`src/design/fsac_pkg.sv`:
```
// Package with shared types and constants of the Forth stack ALU core.
`timescale 1ns / 1ps
package fsac_pkg;

  localparam int unsigned DATA_DEPTH   = 16;
  localparam int unsigned RETURN_DEPTH = 16;
  localparam int unsigned WORD_W       = 32;
  localparam int unsigned ACTION_W     = 5;
  localparam int unsigned COUNT_W      = 5;
  localparam int unsigned STATUS_W     = 3;
  localparam logic [31:0] SIGN_BIT     = 32'h8000_0000;

  typedef enum logic [ACTION_W-1:0] {
    ACT_DUP, ACT_DROP, ACT_SWAP, ACT_OVER, ACT_ADD, ACT_SUB, ACT_AND, ACT_OR,
    ACT_XOR, ACT_INVERT, ACT_NEGATE, ACT_ABS, ACT_SHL1, ACT_SHR1, ACT_LSHIFT,
    ACT_RSHIFT, ACT_UMUL, ACT_UDIVMOD, ACT_DNEGATE, ACT_NIP, ACT_DEPTH,
    ACT_LITERAL, ACT_TOR, ACT_RFROM, ACT_RFETCH, ACT_RESET
  } action_e;

  typedef enum logic [STATUS_W-1:0] {
    ST_OK, ST_UNDER, ST_OVER, ST_DIVZ, ST_QOVF
  } status_e;

  typedef enum logic [2:0] {
    S_IDLE, S_READ, S_EXEC, S_WAIT, S_DONE
  } state_e;

  // Control from the sequencer to the multiply/divide unit.
  typedef struct packed {
    logic start;
    logic is_div;
  } md_ctl_t;

endpackage

```
`src/design/fsac_in_if.sv`:
```
// Input channel interface carrying one action item.
`timescale 1ns / 1ps
interface fsac_in_if;
  logic                          valid;
  logic                          ready;
  logic [fsac_pkg::ACTION_W-1:0] action;
  logic [fsac_pkg::WORD_W-1:0]   literal;

  modport source (output valid, output action, output literal, input ready);
  modport sink (input valid, input action, input literal, output ready);
endinterface

```
`src/design/fsac_out_if.sv`:
```
// Output channel interface carrying one result item.
`timescale 1ns / 1ps
interface fsac_out_if;
  logic                          valid;
  logic                          ready;
  logic [fsac_pkg::WORD_W-1:0]   top_value;
  logic [fsac_pkg::WORD_W-1:0]   second_value;
  logic [fsac_pkg::COUNT_W-1:0]  data_count;
  logic [fsac_pkg::COUNT_W-1:0]  return_count;
  logic [fsac_pkg::STATUS_W-1:0] status;

  modport source (output valid, output top_value, output second_value, output data_count,
                  output return_count, output status, input ready);
  modport sink (input valid, input top_value, input second_value, input data_count,
                input return_count, input status, output ready);
endinterface

```
`src/design/forth_stack_alu_core.sv`:
```
// Top level of the Forth stack ALU core: sequencer, cached top and second, stacks.
// Each item passes the read, execute and done states, with a wait state for umul and
// udivmod on the bit-serial multiply/divide unit; the next item is taken only back in idle,
// but it is accepted while the previous result still waits at the output register.
// Reset: asynchronous active low; clears top, counts and control; stack memories
// are not cleared.
`timescale 1ns / 1ps
module forth_stack_alu_core #(
  parameter int unsigned DataDepth = fsac_pkg::DATA_DEPTH,
  parameter int unsigned RetDepth  = fsac_pkg::RETURN_DEPTH
) (
  input  logic        clk_i,
  input  logic        rst_ni,
  fsac_in_if.sink     in_i,
  fsac_out_if.source  out_o
);

  localparam int unsigned AW  = $clog2(DataDepth);
  localparam int unsigned PW  = $clog2(DataDepth + 1);
  localparam int unsigned RAW = $clog2(RetDepth);
  localparam int unsigned RPW = $clog2(RetDepth + 1);

  fsac_pkg::state_e  state_q, state_d;
  fsac_pkg::action_e act_q;
  fsac_pkg::status_e st_q, st_d;
  logic [31:0]       lit_q, top_q, top_d, sec_q, sec_d;
  logic [PW-1:0]     dp_q, dp_d, dp_m1, dp_m2;
  logic [RPW-1:0]    rp_q, rp_d, rp_m1;
  logic              ov_q, load_out;

  logic              dwe, rwe;
  logic [AW-1:0]     dwaddr;
  logic [RAW-1:0]    rwaddr;
  logic [31:0]       m2, rv, rwdata;

  fsac_pkg::md_ctl_t md_ctl;
  logic [63:0]       md_opa;
  logic [31:0]       md_opb, md_acc;
  logic [63:0]       md_quo;
  logic              md_done;

  assign dp_m1 = dp_q - PW'(1);
  assign dp_m2 = dp_q - PW'(2);
  assign rp_m1 = rp_q - RPW'(1);

  fsac_ram #(.Depth(DataDepth)) u_data_ram (
    .clk_i  (clk_i),
    .we_i   (dwe),
    .waddr_i(dwaddr),
    .wdata_i(sec_q),
    .raddr_i(dp_m2[AW-1:0]),
    .rdata_o(m2)
  );

  fsac_ram #(.Depth(RetDepth)) u_ret_ram (
    .clk_i  (clk_i),
    .we_i   (rwe),
    .waddr_i(rwaddr),
    .wdata_i(rwdata),
    .raddr_i(rp_m1[RAW-1:0]),
    .rdata_o(rv)
  );

  fsac_muldiv u_muldiv (
    .clk_i (clk_i),
    .rst_ni(rst_ni),
    .ctl_i (md_ctl),
    .opa_i (md_opa),
    .opb_i (md_opb),
    .done_o(md_done),
    .acc_o (md_acc),
    .quo_o (md_quo)
  );

  assign in_i.ready = (state_q == fsac_pkg::S_IDLE);
  assign md_opa     = (act_q == fsac_pkg::ACT_UDIVMOD) ? {sec_q, m2} : {32'd0, top_q};
  assign md_opb     = (act_q == fsac_pkg::ACT_UDIVMOD) ? top_q : sec_q;

  // Sequencer and action execution.
  always_comb begin
    logic        under1, under2, full, rfull, do_push, do_pop;
    logic [31:0] push_val, r;
    logic [63:0] dneg;
    under1   = (dp_q == '0);
    under2   = (dp_q < PW'(2));
    full     = (dp_q >= PW'(DataDepth));
    rfull    = (rp_q >= RPW'(RetDepth));
    do_push  = 1'b0;
    do_pop   = 1'b0;
    push_val = top_q;
    dneg     = 64'd0 - {top_q, sec_q};
    state_d  = state_q;
    top_d    = top_q;
    sec_d    = sec_q;
    dp_d     = dp_q;
    rp_d     = rp_q;
    st_d     = st_q;
    dwe      = 1'b0;
    dwaddr   = dp_m1[AW-1:0];
    rwe      = 1'b0;
    rwaddr   = rp_q[RAW-1:0];
    rwdata   = top_q;
    md_ctl   = '0;
    load_out = 1'b0;

    // Binary ALU result, second op top.
    case (act_q)
      fsac_pkg::ACT_ADD: r = sec_q + top_q;
      fsac_pkg::ACT_SUB: r = sec_q - top_q;
      fsac_pkg::ACT_AND: r = sec_q & top_q;
      fsac_pkg::ACT_OR:  r = sec_q | top_q;
      fsac_pkg::ACT_XOR: r = sec_q ^ top_q;
      fsac_pkg::ACT_LSHIFT: r = (|top_q[31:5]) ? 32'd0 : sec_q << top_q[4:0];
      default: r = (|top_q[31:5]) ? 32'd0 : sec_q >> top_q[4:0];
    endcase

    unique case (state_q)
      fsac_pkg::S_IDLE: begin
        if (in_i.valid) begin
          state_d = fsac_pkg::S_READ;
        end
      end
      fsac_pkg::S_READ: begin
        state_d = fsac_pkg::S_EXEC;
      end
      fsac_pkg::S_EXEC: begin
        state_d = fsac_pkg::S_DONE;
        st_d    = fsac_pkg::ST_OK;
        case (act_q)
          fsac_pkg::ACT_DUP, fsac_pkg::ACT_DEPTH, fsac_pkg::ACT_LITERAL: begin
            if (full) begin
              st_d = fsac_pkg::ST_OVER;
            end else begin
              do_push  = 1'b1;
              push_val = (act_q == fsac_pkg::ACT_DUP) ? top_q :
                         (act_q == fsac_pkg::ACT_DEPTH) ? 32'(dp_q) : lit_q;
            end
          end
          fsac_pkg::ACT_DROP: begin
            if (under1) st_d = fsac_pkg::ST_UNDER;
            else do_pop = 1'b1;
          end
          fsac_pkg::ACT_SWAP: begin
            if (under1) begin
              st_d = fsac_pkg::ST_UNDER;
            end else begin
              sec_d = top_q;
              top_d = sec_q;
            end
          end
          fsac_pkg::ACT_OVER: begin
            if (under1) begin
              st_d = fsac_pkg::ST_UNDER;
            end else if (full) begin
              st_d = fsac_pkg::ST_OVER;
            end else begin
              do_push  = 1'b1;
              push_val = sec_q;
            end
          end
          fsac_pkg::ACT_ADD, fsac_pkg::ACT_SUB, fsac_pkg::ACT_AND, fsac_pkg::ACT_OR,
          fsac_pkg::ACT_XOR, fsac_pkg::ACT_LSHIFT, fsac_pkg::ACT_RSHIFT: begin
            if (under1) st_d = fsac_pkg::ST_UNDER;
            else do_pop = 1'b1;
          end
          fsac_pkg::ACT_INVERT: top_d = ~top_q;
          fsac_pkg::ACT_NEGATE: top_d = 32'd0 - top_q;
          fsac_pkg::ACT_ABS: begin
            if ((top_q & fsac_pkg::SIGN_BIT) != 32'd0) top_d = 32'd0 - top_q;
          end
          fsac_pkg::ACT_SHL1: top_d = {top_q[30:0], 1'b0};
          fsac_pkg::ACT_SHR1: top_d = {1'b0, top_q[31:1]};
          fsac_pkg::ACT_UMUL: begin
            if (under1) begin
              st_d = fsac_pkg::ST_UNDER;
            end else begin
              md_ctl.start = 1'b1;
              state_d      = fsac_pkg::S_WAIT;
            end
          end
          fsac_pkg::ACT_UDIVMOD: begin
            if (under2) begin
              st_d = fsac_pkg::ST_UNDER;
            end else if (top_q == 32'd0) begin
              st_d = fsac_pkg::ST_DIVZ;
            end else begin
              md_ctl.start  = 1'b1;
              md_ctl.is_div = 1'b1;
              state_d       = fsac_pkg::S_WAIT;
            end
          end
          fsac_pkg::ACT_DNEGATE: begin
            if (under1) begin
              st_d = fsac_pkg::ST_UNDER;
            end else begin
              top_d = dneg[63:32];
              sec_d = dneg[31:0];
            end
          end
          fsac_pkg::ACT_NIP: begin
            if (under1) begin
              st_d = fsac_pkg::ST_UNDER;
            end else begin
              dp_d  = dp_m1;
              sec_d = m2;
            end
          end
          fsac_pkg::ACT_TOR: begin
            if (under1) begin
              st_d = fsac_pkg::ST_UNDER;
            end else if (rfull) begin
              st_d = fsac_pkg::ST_OVER;
            end else begin
              rwe    = 1'b1;
              rp_d   = rp_q + RPW'(1);
              do_pop = 1'b1;
            end
          end
          fsac_pkg::ACT_RFROM, fsac_pkg::ACT_RFETCH: begin
            if (rp_q == '0) begin
              st_d = fsac_pkg::ST_UNDER;
            end else if (full) begin
              st_d = fsac_pkg::ST_OVER;
            end else begin
              do_push  = 1'b1;
              push_val = rv;
              if (act_q == fsac_pkg::ACT_RFROM) rp_d = rp_m1;
            end
          end
          fsac_pkg::ACT_RESET: begin
            top_d = 32'd0;
            dp_d  = '0;
            rp_d  = '0;
          end
          default: ;
        endcase
        // Stack moves shared by several actions.
        if (do_push) begin
          dwe   = (dp_q != '0);
          sec_d = top_q;
          top_d = push_val;
          dp_d  = dp_q + PW'(1);
        end
        if (do_pop) begin
          dp_d  = dp_m1;
          sec_d = m2;
          top_d = (act_q == fsac_pkg::ACT_DROP || act_q == fsac_pkg::ACT_TOR) ? sec_q : r;
        end
      end
      fsac_pkg::S_WAIT: begin
        if (md_done) begin
          state_d = fsac_pkg::S_DONE;
          if (act_q == fsac_pkg::ACT_UDIVMOD) begin
            dp_d  = dp_m1;
            sec_d = md_acc;
            top_d = md_quo[31:0];
            if (md_quo[63:32] != 32'd0) st_d = fsac_pkg::ST_QOVF;
          end else begin
            sec_d = md_quo[31:0];
            top_d = md_acc;
          end
        end
      end
      fsac_pkg::S_DONE: begin
        if (!ov_q || out_o.ready) begin
          load_out = 1'b1;
          state_d  = fsac_pkg::S_IDLE;
        end
      end
      default: state_d = fsac_pkg::S_IDLE;
    endcase
  end

  // State register and stack control.
  always_ff @(posedge clk_i or negedge rst_ni) begin
    if (!rst_ni) begin
      state_q <= fsac_pkg::S_IDLE;
      top_q   <= '0;
      dp_q    <= '0;
      rp_q    <= '0;
      st_q    <= fsac_pkg::ST_OK;
      ov_q    <= 1'b0;
    end else begin
      state_q <= state_d;
      top_q   <= top_d;
      dp_q    <= dp_d;
      rp_q    <= rp_d;
      st_q    <= st_d;
      if (load_out) ov_q <= 1'b1;
      else if (out_o.ready) ov_q <= 1'b0;
    end
  end

  // Payload registers: second, accepted item and output.
  always_ff @(posedge clk_i) begin
    sec_q <= sec_d;
    if (in_i.valid && in_i.ready) begin
      act_q <= fsac_pkg::action_e'(in_i.action);
      lit_q <= in_i.literal;
    end
    if (load_out) begin
      out_o.top_value    <= top_q;
      out_o.second_value <= (dp_q == '0) ? 32'd0 : sec_q;
      out_o.data_count   <= 5'(dp_q);
      out_o.return_count <= 5'(rp_q);
      out_o.status       <= st_q;
    end
  end

  assign out_o.valid = ov_q;

  // Counts never exceed the stack depths.
  a_dp_range: assert property (@(posedge clk_i) disable iff (!rst_ni)
    dp_q <= PW'(DataDepth)) else $error("data count beyond depth");
  a_rp_range: assert property (@(posedge clk_i) disable iff (!rst_ni)
    rp_q <= RPW'(RetDepth)) else $error("return count beyond depth");
  // An accepted item starts with the read cycle.
  a_accept_read: assert property (@(posedge clk_i) disable iff (!rst_ni)
    in_i.valid && in_i.ready |=> state_q == fsac_pkg::S_READ)
    else $error("accepted item did not enter read state");
  // The multiply/divide unit finishes only while the sequencer waits for it.
  a_md_wait: assert property (@(posedge clk_i) disable iff (!rst_ni)
    md_done |-> state_q == fsac_pkg::S_WAIT) else $error("unit done outside wait");

endmodule

```
`src/design/fsac_ram.sv`:
```
// Stack memory with one write port and one registered read port.
`timescale 1ns / 1ps
module fsac_ram #(
  parameter int unsigned Depth = fsac_pkg::DATA_DEPTH
) (
  input  logic                       clk_i,
  input  logic                       we_i,
  input  logic [$clog2(Depth)-1:0]   waddr_i,
  input  logic [fsac_pkg::WORD_W-1:0] wdata_i,
  input  logic [$clog2(Depth)-1:0]   raddr_i,
  output logic [fsac_pkg::WORD_W-1:0] rdata_o
);

  logic [fsac_pkg::WORD_W-1:0] mem [Depth];

  // Write and registered read.
  always_ff @(posedge clk_i) begin
    if (we_i) begin
      mem[waddr_i] <= wdata_i;
    end
    rdata_o <= mem[raddr_i];
  end

endmodule

```
`src/design/fsac_muldiv.sv`:
```
// Iterative unit: shift-add multiply and restoring 64/32 divide on one adder.
`timescale 1ns / 1ps
module fsac_muldiv (
  input  logic              clk_i,
  input  logic              rst_ni,
  input  fsac_pkg::md_ctl_t ctl_i,
  input  logic [63:0]       opa_i,
  input  logic [31:0]       opb_i,
  output logic              done_o,
  output logic [31:0]       acc_o,
  output logic [63:0]       quo_o
);

  logic        busy_q, div_q;
  logic [6:0]  cnt_q;
  logic [31:0] acc_q, b_q;
  logic [63:0] q_q;
  logic [32:0] add_a, add_b;
  logic        add_c;
  logic [33:0] sum;

  // Shared adder: accumulate for multiply, trial subtract for divide.
  always_comb begin
    if (div_q) begin
      add_a = {acc_q, q_q[63]};
      add_b = ~{1'b0, b_q};
      add_c = 1'b1;
    end else begin
      add_a = {1'b0, acc_q};
      add_b = q_q[0] ? {1'b0, b_q} : 33'd0;
      add_c = 1'b0;
    end
    sum = {1'b0, add_a} + {1'b0, add_b} + {33'd0, add_c};
  end

  // Control counter.
  always_ff @(posedge clk_i or negedge rst_ni) begin
    if (!rst_ni) begin
      busy_q <= 1'b0;
      cnt_q  <= '0;
      div_q  <= 1'b0;
    end else if (ctl_i.start) begin
      busy_q <= 1'b1;
      div_q  <= ctl_i.is_div;
      cnt_q  <= ctl_i.is_div ? 7'd63 : 7'd31;
    end else if (busy_q) begin
      cnt_q <= cnt_q - 7'd1;
      if (cnt_q == 7'd0) begin
        busy_q <= 1'b0;
      end
    end
  end

  // Datapath registers, one bit per cycle.
  always_ff @(posedge clk_i) begin
    if (ctl_i.start) begin
      acc_q <= '0;
      q_q   <= opa_i;
      b_q   <= opb_i;
    end else if (busy_q) begin
      if (div_q) begin
        acc_q <= sum[33] ? sum[31:0] : {acc_q[30:0], q_q[63]};
        q_q   <= {q_q[62:0], sum[33]};
      end else begin
        acc_q       <= sum[32:1];
        q_q[31:0]   <= {sum[0], q_q[31:1]};
      end
    end
  end

  // The last step is taken combinationally in the cycle that reports done.
  assign done_o = busy_q && (cnt_q == 7'd0);
  assign acc_o  = div_q ? (sum[33] ? sum[31:0] : {acc_q[30:0], q_q[63]}) : sum[32:1];
  assign quo_o  = div_q ? {q_q[62:0], sum[33]} : {32'd0, sum[0], q_q[31:1]};

endmodule

```
`src/flat_wrapper.sv`:
```
// flat-port wrapper written by rule: the top's interface ports become plain ports
module forth_stack_alu_core_flat 
#(
  parameter int unsigned DataDepth = fsac_pkg::DATA_DEPTH,
  parameter int unsigned RetDepth  = fsac_pkg::RETURN_DEPTH
)
  (clk_i, rst_ni, in_i_valid, in_i_action, in_i_literal, in_i_ready, out_o_valid, out_o_top_value, out_o_second_value, out_o_data_count, out_o_return_count, out_o_status, out_o_ready);
  fsac_in_if in_i_i ();
  fsac_out_if out_o_i ();
  input  logic clk_i;
  input  logic rst_ni;
  input wire logic [$bits(in_i_i.valid)-1:0] in_i_valid;
  input wire logic [$bits(in_i_i.action)-1:0] in_i_action;
  input wire logic [$bits(in_i_i.literal)-1:0] in_i_literal;
  output wire logic [$bits(in_i_i.ready)-1:0] in_i_ready;
  output wire logic [$bits(out_o_i.valid)-1:0] out_o_valid;
  output wire logic [$bits(out_o_i.top_value)-1:0] out_o_top_value;
  output wire logic [$bits(out_o_i.second_value)-1:0] out_o_second_value;
  output wire logic [$bits(out_o_i.data_count)-1:0] out_o_data_count;
  output wire logic [$bits(out_o_i.return_count)-1:0] out_o_return_count;
  output wire logic [$bits(out_o_i.status)-1:0] out_o_status;
  input wire logic [$bits(out_o_i.ready)-1:0] out_o_ready;
  assign in_i_i.valid = in_i_valid;
  assign in_i_i.action = in_i_action;
  assign in_i_i.literal = in_i_literal;
  assign in_i_ready = in_i_i.ready;
  assign out_o_valid = out_o_i.valid;
  assign out_o_top_value = out_o_i.top_value;
  assign out_o_second_value = out_o_i.second_value;
  assign out_o_data_count = out_o_i.data_count;
  assign out_o_return_count = out_o_i.return_count;
  assign out_o_status = out_o_i.status;
  assign out_o_i.ready = out_o_ready;
  forth_stack_alu_core #(.DataDepth(DataDepth), .RetDepth(RetDepth)) u_core (.clk_i(clk_i), .rst_ni(rst_ni), .in_i(in_i_i), .out_o(out_o_i));
endmodule
```
`config.mk`:
```
export PLATFORM = sky130hd
export DESIGN_NAME = forth_stack_alu_core_flat
export DESIGN_NICKNAME = d
export VERILOG_FILES = /design/src/design/fsac_pkg.sv /design/src/design/fsac_in_if.sv /design/src/design/fsac_out_if.sv /design/src/design/forth_stack_alu_core.sv /design/src/design/fsac_ram.sv /design/src/design/fsac_muldiv.sv /design/src/flat_wrapper.sv
export SDC_FILE = /design/constraint.sdc
export NUM_CORES = 2
export LEC_CHECK = 0
export ABC_AREA = 1
export BUFFER_PORTS_ARGS = -buffer_cell sky130_fd_sc_hd__buf_4
export CAP_MARGIN = 5
export CORE_ASPECT_RATIO = 0.8
export CORE_MARGIN = 3
export CORE_UTILIZATION = 40
export DETAILED_ROUTE_END_ITERATION = 10
export PLACE_DENSITY = 0.55
export REMOVE_ABC_BUFFERS = 1
export SLEW_MARGIN = 20
export SYNTH_ARGS = -nofsm -noshare
export SYNTH_HDL_FRONTEND = slang
export SYNTH_HIERARCHICAL = 1
export SYNTH_SLANG_ARGS = --single-unit
```
`constraint.sdc`:
```
create_clock -name clk_i -period 7.8 [get_ports clk_i]
set_input_delay 0.39 -clock clk_i [delete_from_list [all_inputs] [get_ports clk_i]]
set_output_delay 0.39 -clock clk_i [all_outputs]
set_load 0.005 [all_outputs]
```
==> out/qor.yml <==
synthesis:
  seq_area_frac_synth_pct: 52.9
  synthFlopType: "edfxtp_1"
  synth_top_cell_by_area: "edfxtp_1"
  syn_inst: 9611
  ys_warn_count: 6
  yosysMostFrequentCell: "nand2_1"
  ys_types: 66
  synth-edff-count: 1266
  netlist.area_leader.share_pct: 48.6
  postSynth.asyncResetShare_pct: 4.08
  syn-cell-area_mm2: 0.0782
  avgSynthCellArea_um2: 8.14
  synth.top_cells.by_count: "nand2_1, nand3_1, edfxtp_1, inv_1, nor2_1"
  synthTopCellsByArea: "edfxtp_1, nand2_1, nand3_1"
  synth_seq_cells: 1420
die:
  initial_utilization_pct: 40.4
  coreArea_mm2: 0.194
  die_w_um: 500
  die_area_mm2: 0.201
  ios: 120
  die_y_um: 402
  rows: 144
setup_path:
  critPathKind: "flip-flop to flip-flop"
  required_ns: 8.30
  cp_max_fo: 42
  start_kind: "flip-flop"
  critPathArrivalTime_ns: 5.95
  end_kind: "flip-flop"
layout:
  fin_util_pct: 45.0
  drive_gt1_share_pct: 7.08
  multi_input_comb_area_mm2: 0.0298
  seq_area_mm2: 0.0414
  nFillCells: 19200
  area_growth_pct: 11.2
  fin_nets: 9812
  fin_area_mm2: 0.0870
sta:
  finalSetupTns_ns: 0
  final.setup.worst_slack_ns: 2.35
  finalSetupViolCount: 0
  final_hold_viol_count: 0
  layout_min_cycle_time_ns: 5.45
  max_slew_margin_pct: 24.5
  rsz0062_at_grt: "false"
  fin_worst_skew_ns: 0.0428
  clock.fmax_mhz: 183
  finalCritPeriodShare_pct: 69.9
  drv_slew: 0
  worst_pin_slew_ns: 1.13
global_routing:
  grt_pass1_wl_mm: 463
  track_usage_pct: 31.8
  grt_pass1_vias: 62300
  overflow: 0
  antenna_found_initial: 20
  grt_max_degree: 201
drt:
  dr.pass1.iters: 8
  drc: 0
  drt_wl_total_mm: 328
  vias: 68800
  wl_per_cell_um: 26.6
  final_antenna_net_count: 0
  drtIter0Drc: 10000
  via_per_inst: 5.59
place:
  place.gp.congestion: 1.01
  hpwl_mm: 221
  portBuffers: 119
  placed_cell_area_mm2: 0.0818
  post-place-ws_ns: 2.37
power_and_ir_drop:
  vdd_ir_drop_max_mv: 0.434
  leakage_nw: 38.1
  total_power_mw: 36.4
  p_per_area_mw_per_mm2: 418
clock_tree:
  insertion_delay_ns: 0.80
  cts_sinks: 1420
  post-cts-setup-buffer-count: 0
  cts_root_buf: "clkbuf_16"
  cts_htree_levels: 4
  cts_buffer_depth: 3
  cts_tree: "yes"
  clkTransAtPathRegs_ns: 0.06
  numCtsBuffers: 151
hold_path:
  hold_path_class: "input port to flip-flop"
outcome:
  status: "finished, final reports clean"
run:
  max_cap_violations: 0
flip-flops by register name, summed over array words and instances, names as in the netlist, 7 cells and up:
signal,flops
u_core/lit_q,32
u_core/out_o.second_value,32
u_core/out_o.top_value,32
u_core/rwdata,32
u_core/sec_q,32
u_core/u_data_ram/mem,512
u_core/u_data_ram/rdata_o,32
u_core/u_muldiv/acc_q,32
u_core/u_muldiv/b_q,32
u_core/u_muldiv/cnt_q,7
u_core/u_muldiv/q_q,64
u_core/u_ret_ram/mem,512
u_core/u_ret_ram/rdata_o,32
layer usage:
metal	share of wire, %	vias up	track usage (%)
li1	-	31400	-
met1	45	33200	48.1
met2	39	3681	43.0
met3	11	514	8.61
met4	4.1	4	11.3
met5	0.0067	-	0
report_power, final:
| group | leakage [nW] | switching (mW) | internal, mW | total [mW] |
|---|---|---|---|---|
| logic | 22.9 | 14.2 | 4.46 | 18.7 |
| registers | 12.9 | 0.831 | 9.86 | 10.7 |
| clock network | 2.34 | 3.12 | 3.93 | 7.05 |
| total | 38.1 | 18.2 | 18.2 | 36.4 |
timing repair:
| action | in CTS | in global routing |
|---|---|---|
| setup endpoints to repair | 0 | 0 |
| gates resized for setup | 0 | 0 |
| endpoints found under the hold margin | 49 | 0 |
| hold buffers | 40 | 0 |
per-stage QoR:
step	hold WS (ns)	instances
after floorplan	0.0944	9121
after global placement	0.290	12000
after detailed placement	0.291	12000
after CTS	0.0181	12300
after global routing	0.0445	12300
final	0.0642	12300
worst paths after layout:
path	slack (ns)	depth (start not counted)	start	endpoint
setup / recovery	2.35	16	u_core/rwdata[1]$_DFFE_PN0P_	u_core/u_muldiv/q_q[0]$_DFFE_PP_
hold / removal	0.06	4	in_i_valid	u_core/state_q[0]$_DFFE_PN0P_
setup reg to reg	2.35	16	u_core/rwdata[1]$_DFFE_PN0P_	u_core/u_muldiv/q_q[0]$_DFFE_PP_
hold reg to reg	0.46	2	u_core/u_muldiv/acc_q[31]$_SDFFE_PP0P_	u_core/u_muldiv/acc_q[31]$_SDFFE_PP0P_
max in group asynchronous	6.33	3	rst_ni	u_core/u_muldiv/div_q$_DFFE_PN0P_
min in group asynchronous	0.46	3	rst_ni	u_core/state_q[2]$_DFFE_PN0P_
final cells by class:
class / instances / share of cell area (%)
Multi-Input combinational cell: 6414 / 34.3
Clock buffer: 205 / 4.70
Inverter: 1287 / 5.60
Tap cell: 2555 / 3.67
Antenna cell: 6 / 0.0172
Clock inverter: 77 / 0.855
Timing Repair Buffer: 354 / 3.33
Sequential cell: 1420 / 47.6
worst max-delay path, stage by stage (launching register included):
cell,delay (ns)
dfrtp_2,0.41
inv_2,0.10
ha_1,0.40
nand4_1,0.36
nor2_1,0.45
nand2_1,0.32
inv_1,0.20
nand2_1,0.12
nor3_1,0.23
nand2_1,0.08
nand4_1,0.12
inv_1,0.09
a21oi_1,0.32
clkinv_2,0.55
inv_2,0.78
buf_4,0.46
a31oi_1,0.14
cell families (layout without fill, tap and decap cells):
logic type	after synthesis	count (layout)	share of synthesized area (%)
AOI/OAI and AO/OA	867	867	6.16
adders and majority gates	143	143	2.32
xor gates and xnor gates	53	53	0.593
DFF	1420	1420	52.9
buffers and inverters	1777	1923	9.47
other	0	6	0
and+or+nand+nor	5351	5351	28.6
cells in the final DEF, fill, tap and decap left out, types with 60 or more instances in the layout:
cell	count
nand2_1	3234
clkbuf_16	153
buf_4	302
dfxtp_1	96
edfxtp_1	1266
a21oi_1	261
ha_1	140
nand3_1	1347
nor2_1	535
clkinv_1	60
o21ai_0	403
inv_1	1219
(Power assumes the default switching activity.)
